[src/sv/assert_macros.svh]
// Assertion helpers shared by the RTL.
`ifndef ASSERT_MACROS_SVH
`define ASSERT_MACROS_SVH
`ifndef NO_ASSERTIONS
`define CHK_IMPL(lbl, ante, cons) \
	lbl: assert property (@(posedge clk) disable iff (!arst_n) (ante) |-> (cons)) \
	else $error("check failed");
`define CHK_NEXT(lbl, ante, cons) \
	lbl: assert property (@(posedge clk) disable iff (!arst_n) (ante) |=> (cons)) \
	else $error("check failed");
`else
`define CHK_IMPL(lbl, ante, cons)
`define CHK_NEXT(lbl, ante, cons)
`endif
`endif

[src/sv/llet_ram.sv]
module llet_ram #(
	parameter int WIDTH = 8,
	parameter int DEPTH = 16
) (
	input  logic                     clk,
	input  logic                     we,
	input  logic [$clog2(DEPTH)-1:0] waddr,
	input  logic [WIDTH-1:0]         wdata,
	input  logic [$clog2(DEPTH)-1:0] raddr,
	output logic [WIDTH-1:0]         rdata
);
	logic [WIDTH-1:0] mem [DEPTH];

	always_ff @(posedge clk) begin
		if (we) begin
			mem[waddr] <= wdata;
		end
		rdata <= mem[raddr];
	end
endmodule

[config.mk]
export PLATFORM = sky130hd
export DESIGN_NAME = llet_ram
export DESIGN_NICKNAME = d
export VERILOG_FILES = /design/src/sv/assert_macros.svh /design/src/sv/llet_ram.sv
export SDC_FILE = /design/constraint.sdc
export NUM_CORES = 1
export LEC_CHECK = 0
export BUFFER_PORTS_ARGS = -buffer_cell sky130_fd_sc_hd__buf_2
export CAP_MARGIN = 20
export CORE_AREA = 3 3 102 104
export DETAILED_ROUTE_END_ITERATION = 7
export DIE_AREA = 0 0 105 107
export PLACE_DENSITY = 0.73
export SYNTH_ARGS = -nofsm -noshare
export SYNTH_HDL_FRONTEND = slang
export SYNTH_SLANG_ARGS = --single-unit
export TNS_END_PERCENT = 50
[constraint.sdc]
create_clock -name clk -period 1.6 [get_ports clk]
set_input_delay 0.24 -clock clk [delete_from_list [all_inputs] [get_ports clk]]
set_output_delay 0.24 -clock clk [all_outputs]
set_load 0.005 [all_outputs]
[After elaboration in Yosys (flattened, before gate mapping)]
Memories as Yosys holds them, arrays and structs flattened. A register that Yosys moved wholly into a read port is not among the register bits.
Index checks and enable logic that the tools add are counted.
Word-level totals
  bits of input ports: 18
  bits in writable memories: 128
  memories kept: 1
  ROM bits: 0
  output and inout bits: 8
  bits in latches: 0
  word-level logic and storage cells: 3
  register bits after elaboration: 0
Memory list
  mem: depth 16, width 8, rd ports 1, clocked after Yosys merged registers in 1, write ports 1, RTL line llet_ram.sv:12  | logic [WIDTH-1:0] mem [DEPTH];
Cells by class
  eq/ne operators: 0
  bitwise operators: 0
  multipliers: 0
  shift-type cells: 0
  add/sub/neg operators: 0
  mux-type cells: 2
  reduce and logical (&&, ||, !) cells: 0
  order comparisons: 0
  div/mod/pow operators: 0
Operators with widths (number)
  1-bit two-way mux: 2

[Depth between registers and ports, before layout]
  word-level depth: 2
  depth in mapped cells: 5
  gate-level depth less buffers: 3

[Worst setup path after synthesis]
OpenSTA, ideal clock, no wires.
  path kind: input-to-reg
  start: in waddr[2]
  end: mem mem[0][0] (enable)
  data arrival time: 1350 ps
  setup slack: -133 ps
  setup time: 383 ps
  cell stages on the path: 2
  cell sequence: or3b_2 > nor3_1
RTL lines
  from (decl): RTL line llet_ram.sv:7  | input logic [$clog2(DEPTH)-1:0] waddr,
  to (decl): RTL line llet_ram.sv:12
No word-level cell before the write port.

==> reports/metrics.cfg <==
[min_path]
min_path_cells=1
min_path_type=input port to flop
min_to=mem[15][2]$_DFFE_PP_
min_from=wdata[2]

[routing]
post_drt_via_cell_ratio=5.671
dr.pass1.iters=4
routedWlPerCell_um=22.03
drc=0
wirelength_mm=9.560
final_antenna_net_count=0
num_vias=2461
drt_iter0_markers=146

[flow_run]
max_cap_viol_count=0

[logic_synthesis]
synth_cell_types=19
synthesis.yosys.warnings=0
seq_area_frac_synth_pct=77.78
synth_fp_nets=247
synth.top_cell.area_share_pct=74.67
synthTopCellsByArea=edfxtp_1, mux4_2, mux4_1
synth_area_leader_cell=edfxtp_1
netlist_area_um2=5147
avgSynthCellArea_um2=22.48
syn_inst=229
synth_seq_cells=136

[critical_path]
worstSetupEndpointType=flop
crit_required_ns=1.99
worstPathArrival_ns=1.74
reg2reg_slack_ns=0.25
worstSetupPathType=flop to flop
crit_fanout=1
reg2reg_depth=3
rr_startpoint=mem[0][4]$_DFFE_PP_
cp-start-kind=flop
reg2reg_to=rdata[4]$_DFF_P_

[timing]
relSlewSlack_pct=52.04
fin_crit_sh_pct=84.25
max_freq_mhz=741.9
setup_ws_ns=0.2520
slew_violations=0
fin_crit_ns=1.348
clock_skew_ns=0.009277
tightest_slew_ns=0.7179
setup_violations=0
fin_worst_hold_slack_ns=0.1051
rsz0062_at_grt=no
tns_ns=0
hold_viol=0

[grt]
top_usage_layer=met2
grt_max_degree=21
antenna_found_initial=1
met2_usage_pct=29.42
grt_pass1_vias=2521
grt_use_total_pct=18.72
grtUsageMet1_pct=24.39
grt-ovfl-total=0
gr-usage-met3_pct=5.960
grt_pass1_wl_mm=14.73

[place]
portBuffers=25
dpl_cell_area_um2=5583
post-dp-hpwl_mm=6.123
place_ws_ns=-0.01072
gp_congestion=0.7440

[cts]
path_clk_slew_ns=0.06
clkLatencyLatePin_ns=0.51
cts-root-buf=clkbuf_8
htree_levels=4
post_cts_buffers=0
clock_sinks=136
cts_tree=built
cts_buffers=17
ctsResizeCount=0
clockBufferDepth=2
postCtsHoldBufs=0

[layout]
drive_above_1_share_pct=33.22
final_nets=306
postLayoutCellArea_um2=6173
area_growth_pct=19.93
antenna_cells=0

[power_and_ir_drop]
ir_drop_mv=0.9209
p_leak_nw=2.115
power_w=0.008214
power_density_nw_per_um2=1331

[floorplan]
die_h_um=107
core-area_um2=9639
io-pin-count=26
num_rows=36
fp.dieW_um=105
die_area_um2=11240
initial_core_util_pct=53.40

[outcome]
status=complete, no violations

==> worst max path at each step <==
stage | slack, ns | cells after the start | startpoint | to
after floorplan | 0.09 | 2 | waddr[2] | mem[3][0]$_DFFE_PP_
after global placement | -0.01 | 5 | raddr[0] | rdata[0]$_DFF_P_
after detailed placement | -0.01 | 5 | raddr[0] | rdata[0]$_DFF_P_
after CTS | 0.23 | 3 | mem[0][4]$_DFFE_PP_ | rdata[4]$_DFF_P_
after global routing | 0.21 | 3 | mem[8][7]$_DFFE_PP_ | rdata[7]$_DFF_P_
final | 0.25 | 3 | mem[0][4]$_DFFE_PP_ | rdata[4]$_DFF_P_
==> state kept, by name, indices dropped and copies added, names as in the netlist <==
signal	flops
mem	128
rdata	8
==> kinds of logic after synthesis <==
group           Yosys count  synth area share, %
simple gates             35                3.184
compound gates           16                2.334
mux                      32                15.02
flops                   136                77.78
buf+inv                  10                1.677
==> cell type report <==
cell class / instances / area (µm²)
fillers: 652 / 3466
clock buffers: 19 / 421.7
multi-input cells: 83 / 1062
well taps: 133 / 166.4
flip-flops and latches: 136 / 4004
repair buffers: 50 / 350.3
clock inverters: 13 / 168.9
==> critical path: stages (launching register included) <==
cell      delay (ns)
edfxtp_1        0.37
mux4_2          0.47
a22oi_1         0.28
nand2_1         0.11
==> per-layer routing <==
| metal | wire length (µm) | vias to the layer above |
|---|---|---|
| li1 | - | 1095 |
| met1 | 3886 | 1265 |
| met3 | 734 | 14 |
| met4 | 127 | 2 |
| met2 | 4801 | 85 |
| met5 | 11 | - |
==> layout by cell type, fill, tap and decap left out, types with 8 or more instances in the layout <==
master and instances:
a22oi_1 16, buf_2 25, buf_4 22, clkbuf_16 16, dfxtp_1 8, edfxtp_1 128, mux4_1 14, mux4_2 18
nand2_1 9, nor2_1 13
==> Yosys cell counts <==
| cell type | n |
|---|---|
| or3b_2 | 1 |
| dfxtp_1 | 8 |
| buf_2 | 3 |
| nor2_1 | 13 |
| buf_4 | 1 |
| and2_1 | 1 |
| nand2b_1 | 2 |
| nand3_1 | 1 |
| edfxtp_1 | 128 |
| nand3b_1 | 2 |
| nor3_1 | 4 |
| mux4_2 | 18 |
| nor2b_1 | 1 |
| nand2_1 | 9 |
| mux4_1 | 14 |
| a22oi_1 | 16 |
| buf_6 | 3 |
| and2b_1 | 1 |
| clkdlybuf4s25_2 | 3 |
==> through the flow <==
stage / cells / utilization [%]
detailed placement: 402 / 57.92
finish: 434 / 64.04
global placement: 402 / 57.92
global route: 434 / 64.04
floorplan: 229 / -
CTS: 434 / 64.04
==> where the power goes <==
| group | switching, W | internal, W | leakage (nW) |
|---|---|---|---|
| clock network | 0.00144 | 0.00239 | 0.276 |
| logic | 0.000200 | 0.000171 | 0.616 |
| registers | 0.0000272 | 0.00398 | 1.22 |
No activity file was read; power rests on OpenSTA's default activity.
